$ cat src/rtl/tcl_pkg.sv
// ----------------------------------------------------------------------------
// Tagged chunk locator package
// Shared types, codes and constants for the chunk locator.
// ----------------------------------------------------------------------------
package tcl_pkg;

    // Default width of the byte position counter.
    localparam int POSITION_BITS_DEFAULT = 32;

    // Header layout: four tag bytes, then eight size bytes.
    localparam int TAG_BYTES    = 4;
    localparam int HEADER_BYTES = 12;

    // Largest payload size that is accepted.
    localparam logic [30:0] SIZE_LIMIT = 31'h7fff_ffff;

    // Configuration register indexes.
    localparam logic REG_TARGET_TAG = 1'b0;
    localparam logic REG_MISSING    = 1'b1;

    // Result status codes.
    typedef enum logic [1:0] {
        ST_FOUND     = 2'd0,
        ST_NOT_FOUND = 2'd1,
        ST_MISSING   = 2'd2,
        ST_TOO_LARGE = 2'd3
    } t_status;

    // Scan phase.
    typedef enum logic [1:0] {
        PH_HEADER = 2'd0,
        PH_SKIP   = 2'd1,
        PH_DONE   = 2'd2
    } t_phase;

    // One result item.
    typedef struct packed {
        t_status     status;
        logic [31:0] payload_offset;
        logic [30:0] chunk_size;
    } t_result;

endpackage

$ cat src/rtl/tcl_parser.sv
// ----------------------------------------------------------------------------
// Chunk header parser
// Walks the chunk region one byte at a time and raises at most one result per region.
// ----------------------------------------------------------------------------
module tcl_parser import tcl_pkg::*; #(
    parameter int POSITION_BITS = POSITION_BITS_DEFAULT
) (
    input  logic        i_clk,
    input  logic        i_rst_n,
    input  logic        i_accept,
    input  logic [7:0]  i_data_byte,
    input  logic        i_region_end,
    input  logic [31:0] i_target_tag,
    input  logic        i_missing_is_error,
    output logic        o_push,
    output t_result     o_result
);

    t_phase                   r_phase, n_phase;
    logic [3:0]               r_hdr_count, n_hdr_count;
    logic [31:0]              r_tag, n_tag;
    logic [30:0]              r_size, n_size;
    logic                     r_ovf, n_ovf;
    logic [30:0]              r_skip, n_skip;
    logic [POSITION_BITS-1:0] r_pos, n_pos;

    logic [POSITION_BITS-1:0] next_pos;
    logic [30:0]              skip_dec;
    logic                     hdr_done;
    logic                     too_large;
    logic                     tag_match;

    assign next_pos  = r_pos + POSITION_BITS'(1);
    assign skip_dec  = r_skip - 31'd1;
    assign hdr_done  = (r_phase == PH_HEADER) && (r_hdr_count == 4'(HEADER_BYTES - 1));
    assign too_large = hdr_done && n_ovf;
    assign tag_match = hdr_done && !n_ovf && (n_tag == i_target_tag);

    // Header assembly: tag lanes, low 31 size bits and the overflow flag.
    always_comb begin
        n_tag  = r_tag;
        n_size = r_size;
        n_ovf  = r_ovf;
        case (r_hdr_count)
            4'd0:    n_tag = {24'd0, i_data_byte};
            4'd1:    n_tag = r_tag | {16'd0, i_data_byte, 8'd0};
            4'd2:    n_tag = r_tag | {8'd0, i_data_byte, 16'd0};
            4'd3:    n_tag = r_tag | {i_data_byte, 24'd0};
            4'd4: begin
                n_size = {23'd0, i_data_byte};
                n_ovf  = 1'b0;
            end
            4'd5:    n_size = r_size | {15'd0, i_data_byte, 8'd0};
            4'd6:    n_size = r_size | {7'd0, i_data_byte, 16'd0};
            4'd7: begin
                n_size = r_size | {i_data_byte[6:0], 24'd0};
                n_ovf  = r_ovf | i_data_byte[7];
            end
            default: n_ovf = r_ovf | (i_data_byte != 8'd0);
        endcase
    end

    // Next phase.
    always_comb begin
        n_phase = r_phase;
        if (i_region_end) begin
            n_phase = PH_HEADER;
        end else begin
            unique case (r_phase)
                PH_HEADER: begin
                    if (too_large || tag_match) begin
                        n_phase = PH_DONE;
                    end else if (hdr_done && (n_size != 31'd0)) begin
                        n_phase = PH_SKIP;
                    end
                end
                PH_SKIP: begin
                    if (skip_dec == 31'd0) begin
                        n_phase = PH_HEADER;
                    end
                end
                PH_DONE:  n_phase = PH_DONE;
                default:  n_phase = PH_HEADER;
            endcase
        end
    end

    // Counters and the result of this byte.
    always_comb begin
        n_hdr_count = r_hdr_count;
        n_skip      = r_skip;
        n_pos       = next_pos;
        o_push      = 1'b0;
        o_result    = '{status: ST_FOUND, payload_offset: 32'(next_pos),
                        chunk_size: n_size};
        unique case (r_phase)
            PH_HEADER: begin
                n_hdr_count = hdr_done ? 4'd0 : r_hdr_count + 4'd1;
                if (hdr_done) begin
                    n_skip = n_size;
                end
                if (too_large) begin
                    o_push              = 1'b1;
                    o_result.status     = ST_TOO_LARGE;
                    o_result.chunk_size = SIZE_LIMIT;
                end else if (tag_match) begin
                    o_push = 1'b1;
                end
            end
            PH_SKIP:  n_skip = skip_dec;
            PH_DONE:  n_skip = r_skip;
            default:  n_skip = r_skip;
        endcase
        // End of region: report absence unless a result was already given.
        if (i_region_end) begin
            if (!o_push && (r_phase != PH_DONE)) begin
                o_push   = 1'b1;
                o_result = '{status: (i_missing_is_error ? ST_MISSING : ST_NOT_FOUND),
                             payload_offset: 32'd0, chunk_size: 31'd0};
            end
            n_hdr_count = 4'd0;
            n_skip      = 31'd0;
            n_pos       = '0;
        end
        o_push = o_push && i_accept;
    end

    // Scan state registers.
    always_ff @(posedge i_clk) begin
        if (!i_rst_n) begin
            r_phase     <= PH_HEADER;
            r_hdr_count <= 4'd0;
            r_tag       <= 32'd0;
            r_size      <= 31'd0;
            r_ovf       <= 1'b0;
            r_skip      <= 31'd0;
            r_pos       <= '0;
        end else if (i_accept) begin
            r_phase     <= n_phase;
            r_hdr_count <= n_hdr_count;
            r_tag       <= i_region_end ? 32'd0 : n_tag;
            r_size      <= i_region_end ? 31'd0 : n_size;
            r_ovf       <= i_region_end ? 1'b0  : n_ovf;
            r_skip      <= n_skip;
            r_pos       <= n_pos;
        end
    end

endmodule

$ cat src/rtl/tcl_out_skid.sv
// ----------------------------------------------------------------------------
// Result output buffer
// Result register with a skid stage behind it, so input never waits on the
// output stall combinationally.
// ----------------------------------------------------------------------------
module tcl_out_skid import tcl_pkg::*; (
    input  logic    i_clk,
    input  logic    i_rst_n,
    input  logic    i_push,
    input  t_result i_result,
    input  logic    i_out_stall,
    output logic    o_full,
    output logic    o_valid,
    output t_result o_result
);

    logic    r_out_valid;
    t_result r_out;
    logic    r_skid_valid;
    t_result r_skid;
    logic    load_out;

    assign load_out = !r_out_valid || !i_out_stall;

    // Valid flags.
    always_ff @(posedge i_clk) begin
        if (!i_rst_n) begin
            r_out_valid  <= 1'b0;
            r_skid_valid <= 1'b0;
        end else if (load_out) begin
            r_out_valid  <= r_skid_valid || i_push;
            r_skid_valid <= 1'b0;
        end else if (i_push) begin
            r_skid_valid <= 1'b1;
        end
    end

    // Payload registers.
    always_ff @(posedge i_clk) begin
        if (load_out) begin
            r_out <= r_skid_valid ? r_skid : i_result;
        end else if (i_push) begin
            r_skid <= i_result;
        end
    end

    assign o_full   = r_skid_valid;
    assign o_valid  = r_out_valid;
    assign o_result = r_out;

endmodule

$ cat src/rtl/tagged_chunk_locator.sv
// ----------------------------------------------------------------------------
// Tagged chunk locator
// Finds the chunk with a given four-byte tag in a region of chunks.
// ----------------------------------------------------------------------------
// The block takes one byte of the chunk region per clock cycle while
// o_in_stall is low. Each byte updates the header, skip and position
// counters; any result it causes is registered in the result register, or
// in the skid stage while the output side stalls. Results pass through a
// result register and a one-entry skid stage; o_in_stall is raised only
// while both hold results, which can happen only when the output side
// stalls. At most one result is given per region: found, chunk too large, or
// absence on the final byte. Configuration writes are always accepted and
// should be made between regions.
module tagged_chunk_locator import tcl_pkg::*; #(
    parameter int POSITION_BITS = POSITION_BITS_DEFAULT
) (
    input  logic        i_clk,
    input  logic        i_rst_n,
    // Byte input channel.
    input  logic        i_in_valid,
    output logic        o_in_stall,
    input  logic [7:0]  i_data_byte,
    input  logic        i_region_end,
    // Result channel.
    output logic        o_out_valid,
    input  logic        i_out_stall,
    output logic [1:0]  o_status,
    output logic [31:0] o_payload_offset,
    output logic [30:0] o_chunk_size,
    // Configuration write channel.
    input  logic        i_cfg_valid,
    output logic        o_cfg_ready,
    input  logic        i_cfg_index,
    input  logic [31:0] i_cfg_data
);

    logic [31:0] r_target_tag;
    logic        r_missing_is_error;
    logic        accept;
    logic        push;
    logic        full;
    t_result     result;
    t_result     out_result;

    assign o_cfg_ready = 1'b1;
    assign o_in_stall  = full;
    assign accept      = i_in_valid && !full;

    // Configuration registers.
    always_ff @(posedge i_clk) begin
        if (!i_rst_n) begin
            r_target_tag       <= 32'd0;
            r_missing_is_error <= 1'b0;
        end else if (i_cfg_valid && o_cfg_ready) begin
            unique case (i_cfg_index)
                REG_TARGET_TAG: r_target_tag       <= i_cfg_data;
                REG_MISSING:    r_missing_is_error <= i_cfg_data[0];
                default:        r_target_tag       <= r_target_tag;
            endcase
        end
    end

    tcl_parser #(
        .POSITION_BITS (POSITION_BITS)
    ) u_parser (
        .i_clk              (i_clk),
        .i_rst_n            (i_rst_n),
        .i_accept           (accept),
        .i_data_byte        (i_data_byte),
        .i_region_end       (i_region_end),
        .i_target_tag       (r_target_tag),
        .i_missing_is_error (r_missing_is_error),
        .o_push             (push),
        .o_result           (result)
    );

    tcl_out_skid u_out (
        .i_clk       (i_clk),
        .i_rst_n     (i_rst_n),
        .i_push      (push),
        .i_result    (result),
        .i_out_stall (i_out_stall),
        .o_full      (full),
        .o_valid     (o_out_valid),
        .o_result    (out_result)
    );

    assign o_status         = out_result.status;
    assign o_payload_offset = out_result.payload_offset;
    assign o_chunk_size     = out_result.chunk_size;

endmodule

$ cat config.mk
export PLATFORM = sky130hd
export DESIGN_NAME = tagged_chunk_locator
export DESIGN_NICKNAME = d
export VERILOG_FILES = /design/src/rtl/tcl_pkg.sv /design/src/rtl/tcl_parser.sv /design/src/rtl/tcl_out_skid.sv /design/src/rtl/tagged_chunk_locator.sv
export SDC_FILE = /design/constraint.sdc
export NUM_CORES = 1
export LEC_CHECK = 0
export ABC_AREA = 0
export BUFFER_PORTS_ARGS = -buffer_cell sky130_fd_sc_hd__clkbuf_2
export CORE_UTILIZATION = 25
export CTS_CLUSTER_SIZE = 16
export DETAILED_ROUTE_END_ITERATION = 8
export SETUP_SLACK_MARGIN = 0.05
export SYNTH_ARGS = -nofsm -noshare
export SYNTH_HDL_FRONTEND = slang
export SYNTH_SLANG_ARGS = --single-unit
$ cat constraint.sdc
create_clock -name i_clk -period 4.2 [get_ports i_clk]
set_input_delay 0.84 -clock i_clk [delete_from_list [all_inputs] [get_ports i_clk]]
set_output_delay 0.84 -clock i_clk [all_outputs]
set_load 0.05 [all_outputs]
## Yosys cells after proc, flatten, opt, wreduce, memory -nomap -nowiden

Cells that the tools add are included.

- Register bits: 298

- Add/sub/neg operators: 3
- Equal/unequal tests: 15
- Muxes and demuxes: 31
- Bitwise operators: 11
- Reductions and logical operators: 31

Operator list:

| operator | count |
|---|---|
| 65-bit 2-to-1 mux | 3 |
| 31-bit 2-to-1 mux | 5 |
| 32-bit one-hot mux with 4 select lines | 1 |
| 31-bit one-hot mux with 4 select lines | 1 |
| 32-bit 2-to-1 mux | 2 |
| 31-bit one-hot mux with 2 select lines | 1 |
| 32-bit by 1-bit adder with 32-bit output (second input constant) | 1 |
| 32-bit == test | 1 |
| 32-bit by 16-bit OR with 32-bit output | 1 |
| 32-bit by 24-bit OR with 32-bit output | 1 |
| 32-bit OR | 1 |
| 31-bit zero test | 1 |
| 31-bit by 16-bit OR with 31-bit output | 1 |
| 31-bit by 24-bit OR with 31-bit output | 1 |
| 31-bit OR | 1 |
| 31-bit nonzero test | 1 |
| 31-bit by 1-bit subtractor with 31-bit output (second input constant) | 1 |
| 4-bit by 3-bit == test with 1-bit output (second input constant) | 4 |
| 2-bit 2-to-1 mux | 7 |
| 4-bit 2-to-1 mux | 3 |
| 4-bit by 2-bit == test with 1-bit output (second input constant) | 2 |
| 1-bit logical AND | 8 |
| 2-bit AND reduction | 4 |
| 8-bit nonzero test | 1 |
| other kinds (22) | 38 |

## Longest topological paths before layout

- Depth after elaboration: 15
- Mapped depth: 14
- Depth with buffers taken out: 10

## Hierarchy

From an unflattened synthesis, not the netlist that was laid out.

- Cells, all modules: 1631
- Area total of the unflattened synthesis: 15451.1 um2

By module, submodules not included:

| module | times used | cells each | area each (um2) | sequential area each (um2) |
|---|---|---|---|---|
| tcl_parser | 1 | 1275 | 9297.7 | 2662.6 |
| tcl_out_skid | 1 | 209 | 4775.8 | 3943.8 |
| tagged_chunk_locator | 1 | 147 | 1377.6 | 660.6 |

## Least setup slack after synthesis

OpenSTA, ideal clock, no wires.

- Path kind: reg-to-reg
- Start: register u_parser.r_hdr_count[1]
- End: register u_out.r_skid[0] (netlist name) (enable)
- Library setup time: 0.430 ns
- Arrival time: 4.117 ns
- Required time: 3.770 ns
- Slack: -0.347 ns
- Cell stages (with the launch flop): 13
- Buffers on the path: 2
- Clock period less this slack: 4.547 ns
- Cells stage by stage: dfxtp_1 -> inv_1 -> ha_1 -> or4b_1 -> buf_2 -> buf_6 -> a211oi_2 -> xor2_1 -> nand4_1 -> nor4_2 -> nand4_1 -> o211ai_1 -> and3_1

- Longest elaborated chain between the ends: 15

Ends and longest elaborated chain:

| item | RTL line | source |
|---|---|---|
| from (decl) | tcl_parser.sv:20 | `logic [3:0] r_hdr_count, n_hdr_count;` |
| from (signal assigned) | tcl_parser.sv:140 | `r_hdr_count <= n_hdr_count;` |
| branches (longest 7 deep; another with 32-bit one-hot mux with 4 select lines) | -- |  |
| 1-bit 2-to-1 mux (*) | tcl_parser.sv:102 | `if (too_large) begin` |
| 1-bit 2-to-1 mux (*) | tcl_parser.sv:96 | `unique case (r_phase)` |
| 1-bit zero test | tcl_parser.sv:116 | `if (!o_push && (r_phase != PH_DONE)) begin` |
| 1-bit logical AND | tcl_parser.sv:116 |  |
| 1-bit 2-to-1 mux | tcl_parser.sv:116 |  |
| 1-bit 2-to-1 mux (*) | tcl_parser.sv:115 | `if (i_region_end) begin` |
| 1-bit logical AND (*) | tcl_parser.sv:125 | `o_push = o_push && i_accept;` |
| 2-bit AND reduction (no line) (*) | -- |  |
| to (signal assigned) | tcl_out_skid.sv:43 | `r_skid <= i_result;` |
| to (decl) | tcl_out_skid.sv:20 | `t_result r_skid;` |

Mark *: on every way between the ends.
A chain may end at the register's enable or synchronous reset.

==> flow_summary_export.csv <==
group,metric,value,unit
synth,synth_common_cells,"nor2_1, nand2_1, dfxtp_1",
layout,nets,1822,
grt,grt_use_met1,19.0,%
grt,grt_pass1_wl,68000,um
clock_tree,h-tree-depth,2,
setup_path,reg2reg_slack,220,ps
grt,grt_max_degree,112,
timing,finalHoldViolCount,0,
setup_path,crit_type,"flop to flop",
setup_path,cp.required,4470,ps
timing,skew,18.8,ps
power_and_ir_drop,p_per_area,371,nW/um^2
synth,synth_compound_area_share,20.0,%
detailed_routing,wl_per_cell,16.9,um
detailed_routing,drt_first_iter_violations,1342,
timing,setup_viol,0,
detailed_routing,firstDrtPassIters,8,
synth,ys_ff_latch,298,
setup_path,critPathMaxStageDelay,590,ps
detailed_routing,wl,43400,um
synth,ys_types,76,
setup_path,path_cells,"inv_1, ha_1, or4b_1, buf_12, o221a_2, o221a_2, o211ai_1, nor4_4, and3_4, nor2_4, buf_12, buf_4, nor2_1",
synth,synthTopCellsByArea,"edfxtp_1, dfxtp_1, nor2_1",
setup_path,cp.depth,13,
setup_path,startpoint,"u_parser.r_hdr_count[1]",
synth,yosysSeqAreaShare,48.1,%
synth,synth_top_family_by_area,"simple AND/OR/NAND/NOR gates",
synth,synth_top_area_share,25.9,%
clock_tree,root_buffer,"clkbuf_16",
detailed_routing,drc_errors,11,
clock_tree,clkTransAtPathRegs,60,ps
synth,yosys.area.top_type,"edfxtp_1",
grt,met3_usage,2.57,%
detailed_routing,viasPerCell,5.12,
timing,tightest_slew,1110,ps
timing,rsz0062_at_grt,"false",
grt,antenna_found_initial,1,
setup_path,slowest_stage,"or4b_1",
synth,ys_async_sr_fraction,0,%
synth,synthCells,1697,
synth,syn_area,15100,sq um
grt,grt_overflow,0,
power_and_ir_drop,peakVddDrop,222,uV
setup_path,startpoint_type,"flop",
power_and_ir_drop,power.leakage,6.31,nW
clock_tree,cts_setup_buffers,0,
power_and_ir_drop,finalPower,0.00656,W
setup_path,r2r-start,"u_parser.r_hdr_count[1]",
job,drv_cap,0,
synth,synth_top_flop_cell,"dfxtp_1",
clock_tree,cts.sinks,298,
detailed_routing,vias,13100,
clock_tree,clock_path_buffers,3,
hold_path,hold_class,"flop to flop",
layout,area_growth,17.2,%
floorplan,die_w,248,um
layout,drive_gt1_share,15.9,%
setup_path,critPathTopFamily,"simple AND/OR/NAND/NOR gates",
timing,slew-limit-headroom,25.7,%
setup_path,endpoint_kind,"flop",
synth,ys_warn_count,0,
run_status,violations,"DRC",
setup_path,endpoint,"u_out.r_skid[40]",
setup_path,r2r_cells,13,
synth,synth-xor-area-share,3.19,%
clock_tree,insertion_delay,530,ps
clock_tree,cts_tree,"built",
setup_path,reg2reg_to,"u_out.r_skid[40]",
floorplan,io-pin-count,115,
setup_path,cp.arrival,4250,ps
layout,instances_no_fill,2567,
clock_tree,cts-resized-gates,0,
layout,final.fill_count,6218,
setup_path,crit_fanout,33,
floorplan,start_util,25.4,%
timing,period_minus_slack,3980,ps
floorplan,rows,89,
clock_tree,hold_buffers,0,
placed_design,dp.cells,2505,
detailed_routing,ant_nets,0,
timing,tns,0,ps
grt,track_usage,13.9,%
run_status,outcome,"finished with violations",
synth,synthSimpleGateAreaFrac,22.9,%
grt,grt_pass1_vias,12300,
placed_design,dp.final_hpwl,30100,um
hold_path,whs_path_depth,2,
clock_tree,cts_buffers,34,
floorplan,die_h,248,um
setup_path,cp_num_buf_inv,4,
floorplan,dieArea,61400,sq um
timing,final.period_utilization,94.7,%
synth,synth_adder_area_share,0.580,%
layout,antennaDiodeCount,0,
synth,yosysMostFrequentCell,"nor2_1",
synth,syn_nets,1751,
timing,clock.fmax,251,MHz
synth,synth.area.mux_share,0.224,%
timing,drv_slew,0,
grt,busiest_layer,"met2",
placed_design,place_congestion,0.912,
synth,synth-edff-count,130,
floorplan,fp.coreArea,59400,sq um
placed_design,portBuffers,113,
grt,grt_use_met2,22.3,%
synth,avgSynthCellArea,8.89,sq um
==> tightest hold or removal path, delay by kind of cell, from the launching register on <==
| family | cells | cell delay [ps] |
|---|---|---|
| AOI/OAI and AO/OA | 1 | 50 |
| DFF | 1 | 320 |
| and+or+nand+nor | 1 | 60 |
==> cell families after synthesis <==
logic type               after synthesis
other                                  1
adder cells (fa/ha/maj)                7
buffers and inverters                163
multiplexers                           3
AO/OA/AOI/OAI                        452
flip-flops                           298
XOR/XNOR                              55
AND/OR/NAND/NOR                      718
==> power breakdown <==
| part | leakage [nW] | internal, W | switching (W) |
|---|---|---|---|
| clock network | 0.535 | 0.00167 | 0.00122 |
| registers | 2.69 | 0.00307 | 0.0000410 |
| logic | 3.08 | 0.000167 | 0.000402 |
==> layer usage <==
layer	part of all wire, %	vias up
li1	-	6270
met1	46	6251
met2	45	532
met3	7.6	76
met4	2.0	2
met5	0.030	-
==> flip-flops by register name, indices dropped and copies added, names as in the netlist <==
signal / count
u_out.o_result: 65
u_out.r_skid: 65
r_target_tag: 32
u_parser.r_pos: 32
u_parser.r_tag: 32
u_parser.r_size: 31
u_parser.r_skip: 31
u_parser.r_hdr_count: 4
u_parser.r_phase: 2
r_missing_is_error: 1
u_out.o_full: 1
u_out.o_valid: 1
u_parser.r_ovf: 1
==> cell usage in the layout (no fill, tap or decap), drive strengths merged, types with 6 or more instances in the layout <==
cell type  count
a21o           8
or3           16
clkinv        10
xor2          29
nand2        205
inv           23
ha             7
nor3b          6
edfxtp       130
nand2b         9
o21a          14
xnor2         26
nand3         19
and3          15
a21oi        131
a22oi         61
buf           65
o211ai         8
or4            8
a2bb2oi        7
nor2         310
dfxtp        168
nor4bb        22
a22o           8
a211oi        21
a31oi         20
a2111oi        6
o31ai         73
nand4         19
nor3          33
clkbuf       161
o21ai         61
nor4          28
==> worst min-delay path by stage <==
stage,slack (ps),startpoint,end
floorplan,440,u_parser.r_tag[25],u_parser.r_tag[25]
global placement,450,u_parser.r_tag[25],u_parser.r_tag[25]
detailed placement,470,r_target_tag[27],r_target_tag[27]
CTS,470,u_parser.r_skip[25],u_parser.r_skip[25]
global route,500,u_parser.r_skip[25],u_parser.r_skip[25]
finish,470,r_target_tag[27],r_target_tag[27]
==> stage by stage <==
step | hold WS (ps) | setup slack, ps | area, sq um | util [%]
6_report | 474 | 223 | 17700 | 29.8
5_1_grt | 501 | 58.2 | 17700 | 29.8
4_1_cts | 474 | 151 | 17600 | 29.7
3_5_place_dp | 466 | 67.4 | 16600 | 27.9
3_3_place_gp | 454 | 188 | 16600 | 27.9
2_1_floorplan | 438 | 370 | 15100 | -
==> layout make-up <==
type                    count  area, sq um  area share (%)
flip-flops and latches    298         7270            41.1
multi-input cells        1236         7140            40.4
repair buffers            178         1150            6.52
well taps                 773          967            5.47
clock buffers              48          955            5.40
clock inverters            14          120           0.679
inverters                  20         77.6           0.439
(Power assumes the default switching activity.)
